==> src/sector_cache_clock_replacer_top_macros.svh <==
// Assertion macros for the sector cache clock replacer.
// Depends on signals named clock and reset in the including module.
`ifndef SECTOR_CACHE_CLOCK_REPLACER_TOP_MACROS_SVH
`define SECTOR_CACHE_CLOCK_REPLACER_TOP_MACROS_SVH

// same-cycle implication
`define SCCR_ASSERT_IMPL(label, ante, cons) \
   label: assert property (@(posedge clock) disable iff (reset) (ante) |-> (cons)) \
      else $error("sccr assertion failed");

// next-cycle implication
`define SCCR_ASSERT_NEXT(label, ante, cons) \
   label: assert property (@(posedge clock) disable iff (reset) (ante) |=> (cons)) \
      else $error("sccr assertion failed");

`endif

==> src/sccr_pkg.sv <==
// Shared constants, types and helpers for the sector cache clock replacer.
// No dependencies.
package sccr_pkg;

   localparam int SLOTS    = 64;
   localparam int IDX_W    = $clog2(SLOTS);
   localparam int CNT_W    = $clog2(SLOTS + 1);
   localparam int SECTOR_W = 32;
   localparam int SLOT_W   = 6;

   localparam logic [CNT_W-1:0] FULL_CNT = CNT_W'(SLOTS);
   localparam logic [IDX_W-1:0] LAST_IDX = IDX_W'(SLOTS - 1);

   typedef logic [IDX_W-1:0]    idx_type;
   typedef logic [CNT_W-1:0]    cnt_type;
   typedef logic [SECTOR_W-1:0] sector_type;
   typedef logic [SLOT_W-1:0]   slot_type;

   typedef enum logic [2:0] {
      ST_IDLE,
      ST_SCAN,
      ST_SWEEP,
      ST_EVICT,
      ST_DONE
   } state_type;

   typedef struct packed {
      logic       rd_en;
      idx_type    rd_addr;
      logic       wr_en;
      idx_type    wr_addr;
      sector_type wr_data;
   } ram_req_type;

   typedef struct packed {
      logic       hit;
      slot_type   slot;
      logic       evicted;
      sector_type evicted_sector;
   } result_type;

   function automatic slot_type to_slot(idx_type idx);
      logic [IDX_W+SLOT_W-1:0] ext;
      ext = {{SLOT_W{1'b0}}, idx};
      return ext[SLOT_W-1:0];
   endfunction

   function automatic idx_type next_idx(idx_type idx);
      return (idx == LAST_IDX) ? '0 : idx + 1'b1;
   endfunction

endpackage

==> src/sccr_tag_ram.sv <==
// Tag memory: one write port, one read port, registered read data.
// Depends on sccr_pkg.
module sccr_tag_ram (
   input  logic                  clock,
   input  sccr_pkg::ram_req_type ram_req,
   output sccr_pkg::sector_type  rd_data
);

   sccr_pkg::sector_type tag_mem [sccr_pkg::SLOTS];
   sccr_pkg::sector_type rd_data_ff;

   always_ff @(posedge clock) begin
      if (ram_req.wr_en) begin
         tag_mem[ram_req.wr_addr] <= ram_req.wr_data;
      end
   end

   always_ff @(posedge clock) begin
      if (ram_req.rd_en) begin
         rd_data_ff <= tag_mem[ram_req.rd_addr];
      end
   end

   assign rd_data = rd_data_ff;

endmodule

==> src/sccr_ctrl.sv <==
// Lookup, fill and clock sweep sequencer with fill count, hand and reference bit memory.
// Depends on sccr_pkg and sector_cache_clock_replacer_top_macros.svh.
`include "sector_cache_clock_replacer_top_macros.svh"

module sccr_ctrl (
   input  logic                  clock,
   input  logic                  reset,
   input  logic                  req_valid,
   input  sccr_pkg::sector_type  req_sector,
   output logic                  req_stall,
   output sccr_pkg::ram_req_type ram_req,
   input  sccr_pkg::sector_type  ram_rd_data,
   output logic                  res_valid,
   output sccr_pkg::result_type  res,
   input  logic                  res_take
);

   sccr_pkg::state_type  state_ff, state_in;
   sccr_pkg::cnt_type    count_ff, count_in;
   sccr_pkg::cnt_type    issue_ff, issue_in;
   sccr_pkg::idx_type    chk_ff, chk_in;
   logic                 pend_ff, pend_in;
   sccr_pkg::idx_type    hand_ff, hand_in;
   sccr_pkg::idx_type    start_ff, start_in;
   sccr_pkg::sector_type sector_ff, sector_in;
   sccr_pkg::result_type res_ff, res_in;

   logic                 ref_mem [sccr_pkg::SLOTS];
   logic                 ref_rd_ff;
   logic                 ref_rd_en;
   sccr_pkg::idx_type    ref_rd_addr;
   logic                 ref_wr_en;
   sccr_pkg::idx_type    ref_wr_addr;
   logic                 ref_wr_data;

   logic              hit_now;
   logic              scan_end;
   logic              ref_cur;
   logic              lap_end;
   sccr_pkg::idx_type hand_nx;
   sccr_pkg::idx_type fill_idx;

   assign hit_now  = pend_ff && (ram_rd_data == sector_ff);
   assign scan_end = (issue_ff == count_ff) && !hit_now;
   assign ref_cur  = ref_rd_ff;
   assign hand_nx  = sccr_pkg::next_idx(hand_ff);
   assign lap_end  = (hand_nx == start_ff);
   assign fill_idx = count_ff[sccr_pkg::IDX_W-1:0];

   always_comb begin
      state_in = state_ff;
      unique case (state_ff)
         sccr_pkg::ST_IDLE: begin
            if (req_valid) state_in = sccr_pkg::ST_SCAN;
         end
         sccr_pkg::ST_SCAN: begin
            priority if (hit_now) state_in = sccr_pkg::ST_DONE;
            else if (scan_end && (count_ff != sccr_pkg::FULL_CNT)) state_in = sccr_pkg::ST_DONE;
            else if (scan_end) state_in = sccr_pkg::ST_SWEEP;
            else state_in = sccr_pkg::ST_SCAN;
         end
         sccr_pkg::ST_SWEEP: begin
            if (!ref_cur || lap_end) state_in = sccr_pkg::ST_EVICT;
         end
         sccr_pkg::ST_EVICT: begin
            state_in = sccr_pkg::ST_DONE;
         end
         sccr_pkg::ST_DONE: begin
            if (res_take) state_in = sccr_pkg::ST_IDLE;
         end
         default: state_in = sccr_pkg::ST_IDLE;
      endcase
   end

   always_comb begin
      count_in    = count_ff;
      issue_in    = issue_ff;
      chk_in      = chk_ff;
      pend_in     = 1'b0;
      hand_in     = hand_ff;
      start_in    = start_ff;
      sector_in   = sector_ff;
      res_in      = res_ff;
      ram_req     = '0;
      ref_rd_en   = 1'b0;
      ref_rd_addr = '0;
      ref_wr_en   = 1'b0;
      ref_wr_addr = '0;
      ref_wr_data = 1'b0;
      unique case (state_ff)
         sccr_pkg::ST_IDLE: begin
            if (req_valid) begin
               sector_in = req_sector;
               issue_in  = '0;
            end
         end
         sccr_pkg::ST_SCAN: begin
            priority if (hit_now) begin
               res_in = '{hit: 1'b1, slot: sccr_pkg::to_slot(chk_ff),
                          evicted: 1'b0, evicted_sector: '0};
            end else if (scan_end && (count_ff != sccr_pkg::FULL_CNT)) begin
               ram_req.wr_en   = 1'b1;
               ram_req.wr_addr = fill_idx;
               ram_req.wr_data = sector_ff;
               ref_wr_en       = 1'b1;
               ref_wr_addr     = fill_idx;
               ref_wr_data     = 1'b1;
               count_in        = count_ff + 1'b1;
               res_in = '{hit: 1'b0, slot: sccr_pkg::to_slot(fill_idx),
                          evicted: 1'b0, evicted_sector: '0};
            end else if (scan_end) begin
               start_in    = hand_ff;
               ref_rd_en   = 1'b1;
               ref_rd_addr = hand_ff;
            end else begin
               ram_req.rd_en   = 1'b1;
               ram_req.rd_addr = issue_ff[sccr_pkg::IDX_W-1:0];
               chk_in          = issue_ff[sccr_pkg::IDX_W-1:0];
               issue_in        = issue_ff + 1'b1;
               pend_in         = 1'b1;
            end
         end
         sccr_pkg::ST_SWEEP: begin
            if (ref_cur) begin
               ref_wr_en   = 1'b1;
               ref_wr_addr = hand_ff;
               ref_wr_data = 1'b0;
               hand_in     = hand_nx;
               if (lap_end) begin
                  ram_req.rd_en   = 1'b1;
                  ram_req.rd_addr = hand_nx;
               end else begin
                  ref_rd_en   = 1'b1;
                  ref_rd_addr = hand_nx;
               end
            end else begin
               ram_req.rd_en   = 1'b1;
               ram_req.rd_addr = hand_ff;
            end
         end
         sccr_pkg::ST_EVICT: begin
            ram_req.wr_en   = 1'b1;
            ram_req.wr_addr = hand_ff;
            ram_req.wr_data = sector_ff;
            ref_wr_en       = 1'b1;
            ref_wr_addr     = hand_ff;
            ref_wr_data     = 1'b1;
            res_in = '{hit: 1'b0, slot: sccr_pkg::to_slot(hand_ff),
                       evicted: 1'b1, evicted_sector: ram_rd_data};
         end
         sccr_pkg::ST_DONE: begin
         end
         default: begin
         end
      endcase
   end

   always_ff @(posedge clock) begin
      if (ref_wr_en) begin
         ref_mem[ref_wr_addr] <= ref_wr_data;
      end
   end

   always_ff @(posedge clock) begin
      if (ref_rd_en) begin
         ref_rd_ff <= ref_mem[ref_rd_addr];
      end
   end

   always_ff @(posedge clock) begin
      if (reset) begin
         state_ff <= sccr_pkg::ST_IDLE;
         count_ff <= '0;
         pend_ff  <= 1'b0;
         hand_ff  <= '0;
      end else begin
         state_ff <= state_in;
         count_ff <= count_in;
         pend_ff  <= pend_in;
         hand_ff  <= hand_in;
      end
   end

   always_ff @(posedge clock) begin
      issue_ff  <= issue_in;
      chk_ff    <= chk_in;
      start_ff  <= start_in;
      sector_ff <= sector_in;
      res_ff    <= res_in;
   end

   assign req_stall = (state_ff != sccr_pkg::ST_IDLE);
   assign res_valid = (state_ff == sccr_pkg::ST_DONE);
   assign res       = res_ff;

   `SCCR_ASSERT_IMPL(a_count_range, 1'b1, count_ff <= sccr_pkg::FULL_CNT)
   `SCCR_ASSERT_IMPL(a_sweep_full, state_ff == sccr_pkg::ST_SWEEP, count_ff == sccr_pkg::FULL_CNT)
   `SCCR_ASSERT_IMPL(a_issue_bound, state_ff == sccr_pkg::ST_SCAN, issue_ff <= count_ff)
   `SCCR_ASSERT_NEXT(a_accept_scan, state_ff == sccr_pkg::ST_IDLE && req_valid, state_ff == sccr_pkg::ST_SCAN)

endmodule

==> src/sector_cache_clock_replacer_top.sv <==
// Top level of the sector cache clock replacer: sequencer, tag memory, response register.
// Depends on sccr_pkg, sccr_tag_ram, sccr_ctrl and sector_cache_clock_replacer_top_macros.svh.
//
//   channel  | direction | handshake           | payload
//   req      | in        | req_valid/req_stall | req_sector[31:0]
//   rsp      | out       | rsp_valid/rsp_stall | rsp_hit, rsp_slot[5:0], rsp_evicted,
//            |           |                     |   rsp_evicted_sector[31:0]
//
// One request at a time. Tags are walked one per cycle from the tag memory over the filled
// slots: a hit ends the walk, and a miss with a free slot fills the next free slot.
// A miss on a full cache adds the clock sweep, one reference bit per cycle, over at most
// every slot once, plus a read of the victim tag.
// Reset empties the cache and parks the hand at slot 0; a reference bit is set when its slot
// fills, before any sweep reads it.
// A stalled response holds in its register; the next request completes into it once taken.
`include "sector_cache_clock_replacer_top_macros.svh"

module sector_cache_clock_replacer_top (
   input  logic        clock,
   input  logic        reset,
   input  logic        req_valid,
   output logic        req_stall,
   input  logic [31:0] req_sector,
   output logic        rsp_valid,
   input  logic        rsp_stall,
   output logic        rsp_hit,
   output logic [5:0]  rsp_slot,
   output logic        rsp_evicted,
   output logic [31:0] rsp_evicted_sector
);

   sccr_pkg::ram_req_type ram_req;
   sccr_pkg::sector_type  ram_rd_data;
   sccr_pkg::result_type  res;
   logic                  res_valid;
   logic                  rsp_free;

   logic                 rsp_valid_ff, rsp_valid_in;
   sccr_pkg::result_type rsp_ff, rsp_in;

   sccr_tag_ram u_tag_ram (
      .clock   (clock),
      .ram_req (ram_req),
      .rd_data (ram_rd_data)
   );

   sccr_ctrl u_ctrl (
      .clock       (clock),
      .reset       (reset),
      .req_valid   (req_valid),
      .req_sector  (req_sector),
      .req_stall   (req_stall),
      .ram_req     (ram_req),
      .ram_rd_data (ram_rd_data),
      .res_valid   (res_valid),
      .res         (res),
      .res_take    (rsp_free)
   );

   assign rsp_free = !rsp_valid_ff || !rsp_stall;

   always_comb begin
      rsp_valid_in = rsp_valid_ff;
      rsp_in       = rsp_ff;
      if (rsp_free) begin
         rsp_valid_in = res_valid;
         rsp_in       = res;
      end
   end

   always_ff @(posedge clock) begin
      if (reset) begin
         rsp_valid_ff <= 1'b0;
      end else begin
         rsp_valid_ff <= rsp_valid_in;
      end
   end

   always_ff @(posedge clock) begin
      rsp_ff <= rsp_in;
   end

   assign rsp_valid          = rsp_valid_ff;
   assign rsp_hit            = rsp_ff.hit;
   assign rsp_slot           = rsp_ff.slot;
   assign rsp_evicted        = rsp_ff.evicted;
   assign rsp_evicted_sector = rsp_ff.evicted_sector;

   `SCCR_ASSERT_IMPL(a_hit_no_evict, rsp_valid_ff && rsp_ff.hit, !rsp_ff.evicted)
   `SCCR_ASSERT_IMPL(a_evict_zero, rsp_valid_ff && !rsp_ff.evicted, rsp_ff.evicted_sector == '0)
   `SCCR_ASSERT_NEXT(a_load, res_valid && rsp_free, rsp_valid_ff)

endmodule
==> config.mk <==
export PLATFORM = sky130hd
export DESIGN_NAME = sector_cache_clock_replacer_top
export DESIGN_NICKNAME = d
export VERILOG_FILES = /design/src/sccr_pkg.sv /design/src/sccr_tag_ram.sv /design/src/sccr_ctrl.sv /design/src/sector_cache_clock_replacer_top.sv
export VERILOG_INCLUDE_DIRS = /design/src /design/src/src
export SDC_FILE = /design/constraint.sdc
export NUM_CORES = 2
export LEC_CHECK = 0
export BUFFER_PORTS_ARGS = -buffer_cell sky130_fd_sc_hd__buf_2
export CORE_ASPECT_RATIO = 1.75
export CORE_MARGIN = 1
export CORE_UTILIZATION = 50
export DETAILED_ROUTE_END_ITERATION = 8
export PLACE_DENSITY_LB_ADDON = 0.12
export SLEW_MARGIN = 10
export SYNTH_ARGS = -nofsm -noshare
export SYNTH_HDL_FRONTEND = slang
export SYNTH_SLANG_ARGS = --single-unit
==> constraint.sdc <==
create_clock -name clock -period 10.9 [get_ports clock]
set_input_delay 3.27 -clock clock [delete_from_list [all_inputs] [get_ports clock]]
set_output_delay 3.27 -clock clock [all_outputs]
set_load 0.005 [all_outputs]
==> After elaboration in Yosys (flattened, before gate mapping) <==
Memory sizes are Yosys's and may differ from the RTL's. A register that Yosys moved wholly into a read port is not among the register bits.
Index checks and enable logic that the tools add are counted.
{ "word_totals": {"ramBits": 2112, "inputBits": 36, "word_cells": 114, "reg_bits": 149, "n_memories": 2, "output_inout_bits": 42} }
{ "classes": {"n_mux": 50, "n_reduce_logical": 22, "bitwise": 4, "n_eq_ne": 16, "addsub": 3} }
{ "mem_list": {"columns": ["name", "depth", "word_bits", "read_ports", "rd_ports_with_merged_regs", "wr", "line_no", "text"], "rows": [
  ["u_tag_ram.tag_mem", 64, 32, 1, 1, 1, "sccr_tag_ram.sv:9", "sccr_pkg::sector_type tag_mem [sccr_pkg::SLOTS];"],
  ["u_ctrl.ref_mem", 64, 1, 1, 1, 1, "sccr_ctrl.sv:28", "logic ref_mem [sccr_pkg::SLOTS];"]
]} }
{ "ops": {"columns": ["operator", "count"], "rows": [
  ["two-way mux 40 bit", 2],
  ["case mux 40 bit (2 select lines)", 1],
  ["case mux 39 bit (2 select lines)", 1],
  ["two-way mux 7 bit", 8],
  ["two-way mux 6 bit", 9],
  ["two-way mux 46 bit", 1],
  ["two-way mux 39 bit", 1],
  ["equality test 32 bit", 1],
  ["case mux 7 bit (2 select lines)", 2],
  ["case mux 6 bit (3 select lines)", 1],
  ["two-way mux 3 bit", 5],
  ["case mux 3 bit (5 select lines)", 1],
  ["adder 7 x 1 -> 7 bit, second input constant", 2],
  ["two-way mux 1 bit", 13],
  ["case mux 6 bit (2 select lines)", 1],
  ["!= test 2 bit, second input constant", 4],
  ["AND reduction 4 bit", 2],
  ["equality test 7 bit", 1],
  ["!= test 7 bit, second input constant", 1],
  ["adder 6 x 1 -> 6 bit, second input constant", 1],
  ["equality test 3 x 2 -> 1 bit, second input constant", 2],
  ["equality test 6 bit", 1],
  ["equality test 6 bit, second input constant", 1],
  ["AND reduction 2 bit", 3],
  ["other kinds (17)", 30]
]} }

==> Depth between registers and ports, before layout <==
{ "depth": {"depth_word": 10, "ltp_mapped": 17, "depth_no_buf": 12} }

==> Modules after synthesis <==
Synthesis repeated with hierarchy kept, for this count alone.
{ "unflattened": {"cells_unflattened": 4104, "hier_area_um2": 88723.8} }
{ "modules_own_cells": {"columns": ["module", "instances", "cells_each", "seq_area_each_um2", "area_per_inst_um2"], "rows": [
  ["sccr_tag_ram", 1, 3324, 62459.9, 78835.6],
  ["sccr_ctrl", 1, 736, 5024.8, 8654.6],
  ["sector_cache_clock_replacer_top", 1, 44, 1221.2, 1233.7]
]} }

==> Least setup slack after synthesis <==
No wires, ideal clock.
{ "synth_timing": {"path_type": "in2reg", "startpoint": "input req_valid", "endpoint": "register u_ctrl.sector_ff[0] (enable)", "required_time_ps": 10479, "t_arrival_ps": 4666, "setup_slack_ps": 5813, "path_buffers": 0, "path_stages": 2, "setup_ps": 421, "cell_sequence": "inv_1 nor2_1"} }
{ "synth_between": {"elab_chain_cells": 1} }
{ "synth_lines": {"columns": ["item", "line_no", "text"], "rows": [
  ["start: declaration", "sector_cache_clock_replacer_top.sv:21", "input logic req_valid,"],
  ["AND reduction 2 bit (no line)", null, null],
  ["end signal: assignment", "sccr_ctrl.sv:188", "sector_ff <= sector_in;"],
  ["end: declaration", "sccr_ctrl.sv:25", "sccr_pkg::sector_type sector_ff, sector_in;"]
]} }
Every way passes these cells.
A chain may end at the register's enable or synchronous reset.

==> Worst setup path in the final report <==
{ "layout_timing": {"startpoint": "register u_tag_ram.rd_data_ff[14] (netlist: u_tag_ram.rd_data[14]) (read register of u_tag_ram.tag_mem)", "endpoint": "register u_tag_ram.rd_data_ff[23] (netlist: u_tag_ram.rd_data[23]) (read register of u_tag_ram.tag_mem) (data pin)"} }
{ "layout_between": {"elab_chain_cells": 8, "word_cells_on_any_way": 9, "classes_between": "eq/ne: 1; mux: 4; reduce/logical: 4"} }
{ "layout_lines": {"columns": ["item", "line_no", "text"], "rows": [
  ["start: declaration", "sccr_tag_ram.sv:10", "sccr_pkg::sector_type rd_data_ff;"],
  ["equality test 32 bit (*)", "sccr_ctrl.sv:43", "assign hit_now = pend_ff && (ram_rd_data == sector_ff);"],
  ["logical AND 1 bit (*)", "sccr_ctrl.sv:43", null],
  ["logical NOT 1 bit", "sccr_ctrl.sv:44", "assign scan_end = (issue_ff == count_ff) && !hit_now;"],
  ["logical AND 1 bit", "sccr_ctrl.sv:44", null],
  ["two-way mux 7 bit / logical AND 1 bit (equally long branches)", "sccr_ctrl.sv:111, sccr_ctrl.sv:101", null],
  ["two-way mux 7 bit", "sccr_ctrl.sv:101", "end else if (scan_end && (count_ff != sccr_pkg::FULL_CNT)) begin"],
  ["two-way mux 46 bit (*)", "sccr_ctrl.sv:98", "priority if (hit_now) begin"],
  ["case mux 7 bit (2 select lines) (*)", "sccr_ctrl.sv:90", "unique case (state_ff)"]
]} }
Every way passes the cells marked *; elsewhere a longest branch is shown, timed or not.

==> run metrics <==
Finish-stage setup viols 0; synthesized cell area 90600 um2; clock root buffer clkbuf_16; arrival time at the worst endpoint 7.38 ns; worst hold path type reg -> reg; DR iter-0 viols 6374; run status complete, no violations; CTS tree done; via count 56200; CP Capture Type flop; met1 GRT Util 0.363; pre-CTS setup slack 4.35 ns; post-cts gate resize count 0; row count 206; Synth Warn # 0; core area 180000 um2; static leakage 33.0 nW; Post-synth top flop edfxtp_1; deepest clock path buffer count 4; layout cell share with drive strength beyond 1 0.0992; Max-slew headroom 0.168; Detailed Place HPWL 152 mm; post-synthesis simple-gate area fraction 0.122; Yosys cell types 81; GRT overflow 0; die height 565 um; FF-to-FF setup slack 4.17 ns; Area Growth Syn to Fin 10.8%; number of max-cap violations 0; post-synthesis compound-gate area fraction 0.0663; GRT met2 Usage 0.515; die area 183000 um2; fin crit share 0.618; largest family of logic cells by synthesized area simple AND/OR/NAND/NOR gates; Worst VDD drop 0.135 mV; adder-cell share of the synthesized area 0.000553; total nets after synthesis 6550; clk slew on worst S/H paths 0.07 ns; PortBufs 77; drt pass-1 iters 6; GR Util met3 0.0350; Post-synth ARST share 0; number of remaining DRC errors 0; Filler cells 14500; Synth top cells by count edfxtp_1, nand2_1, nand3_1, a21oi_1, mux2i_1; dpl cells 8739; crit start category flop; number of I/O pins 78; Synth Area per Inst 13.9 um2; Post-CTS Setup Repair Bufs 0; Cells after Synth 6510; global-route wire length before repair 383 mm; H-Tree Depth 4; skew final 0.0493 ns; Synth area leader edfxtp_1; multiplexer area fraction after synthesis 0.0255; vias per std cell 6.18; top-area cell type share of the netlist area 0.755; Least-Margin Pin Slew 1.23 ns; Post-synth EDFFs 2276; crit path time final 6.73 ns; die width 324 um; CP max FO 150; Routed WL 271 mm; unrepaired setup endpoints after global routing false; final count of pins violating max slew 0; pwr/cell area 178 nW/um2; most frequent cell after synthesis edfxtp_1; Req. time, crit path 11.54 ns; Design Power 17.9 mW; largest net degree at the start of global routing 151; top post-synthesis cells by area edfxtp_1, nand2_1, mux2i_1; Clock Latency Late Sink 0.86 ns; number of synthesized register bits 2294; fin cells 9100; max frequency 0.149 GHz; Starting Density 0.503; setup_tns 0 ns; final worst slack 4.17 ns; Tot GR Track Use 0.292; Routed Antenna Nets 0; Post-Synth XOR/XNOR Area 0.00580; kind of critical path reg -> reg; # nets final 6594; clk sinks 2294; initial antenna violation count 6; TritonCTS Buffers 204; hold_buf cts 0; Routed WL per cell 29.7 um; sequential area share after synthesis 0.759; final hold violation count 0; vias in the first global route 54300; GPL Wtd Cong 0.894; layer carrying the most global-route usage met2
-- flip-flops by register name (all words and copies together), names as in the netlist, 3 cells and up --
register            count
rsp_evicted_sector     32
u_ctrl.state_ff         3
u_ctrl.ref_mem         64
u_ctrl.hand_ff          6
u_ctrl.issue_ff         7
u_ctrl.sector_ff       32
u_tag_ram.tag_mem    2048
rsp_slot                6
u_tag_ram.rd_data      32
u_ctrl.res             40
u_ctrl.count_ff         7
u_ctrl.chk_ff           6
u_ctrl.start_ff         6
-- cells by family after synthesis --
kind of cell	after synthesis
buf+inv	427
mux	230
flops	2294
compound gates	886
fa+ha+maj	4
simple gates	2609
xor+xnor	60
-- layer usage --
metal,part of all wire,up-vias
met5,0.00014,-
met4,0.042,6
met3,0.070,565
met2,0.51,2586
met1,0.37,28700
li1,-,24400
-- layout make-up --
cell class	count	area, um2	share of cell area
inverter	16	60.1	0.000598
clock buffer	248	5300	0.0528
tap	2392	2990	0.0298
antenna	2	5.00	0.0000499
clock inverter	110	856	0.00853
sequential	2294	68700	0.684
multi-input combinational	3789	20700	0.206
timing repair buffer	249	1790	0.0178
-- layout by cell type, fill, tap and decap left out, types with 42 or more instances in the layout --
cell	netlist	routed
clkbuf_1	178	42
buf_2	169	77
a21oi_1	333	330
a31oi_1	131	131
clkinv_1	0	53
nand3_1	405	405
mux2i_1	225	225
nand2_1	1742	1741
nand4_1	94	94
a32oi_1	206	206
clkbuf_16	0	205
buf_4	19	163
nor2_1	190	118
nor2_4	2	69
xor2_1	45	45
nor4_1	44	42
edfxtp_1	2276	2276
-- worst paths after layout --
| kind | startpoint | endpoint | cells after the start |
|---|---|---|---|
| setup / recovery | u_tag_ram.rd_data[14] | u_tag_ram.rd_data[23] | 14 |
| hold / removal | u_ctrl.res[18] | rsp_evicted_sector[18] | 0 |
| setup reg to reg | u_tag_ram.rd_data[14] | u_tag_ram.rd_data[23] | 14 |
| hold reg to reg | u_ctrl.res[18] | rsp_evicted_sector[18] | 0 |
-- per-stage QoR --
stage | hold slack (ns) | cell area (um2) | util
2_1_floorplan | 0.400 | 90600 | -
3_3_place_gp | 0.401 | 94200 | 0.523
3_5_place_dp | 0.405 | 94200 | 0.524
4_1_cts | 0.403 | 100000 | 0.558
5_1_grt | 0.418 | 100000 | 0.558
6_report | 0.408 | 100000 | 0.558
-- worst max-delay path, stage by stage, from the launching register on --
cell	delay (ns)
edfxtp_1	0.59
xor2_1	0.25
nor4_1	0.57
nand4_1	0.22
or4_4	0.65
nand3_2	0.28
and2_4	0.48
buf_4	0.50
buf_12	0.46
buf_4	1.01
nand2_1	0.15
a21oi_1	0.17
nor4_1	0.07
nand2_1	0.28
a32o_1	0.36
-- where the power goes --
| part | total, mW | internal [mW] | switching (mW) |
|---|---|---|---|
| Sequential | 9.70 | 9.64 | 0.0546 |
| Clock | 6.90 | 3.73 | 3.16 |
| Combinational | 1.30 | 0.354 | 0.946 |
| Total | 17.9 | 13.7 | 4.16 |
Note: power is estimated with default switching activity, not from simulation.
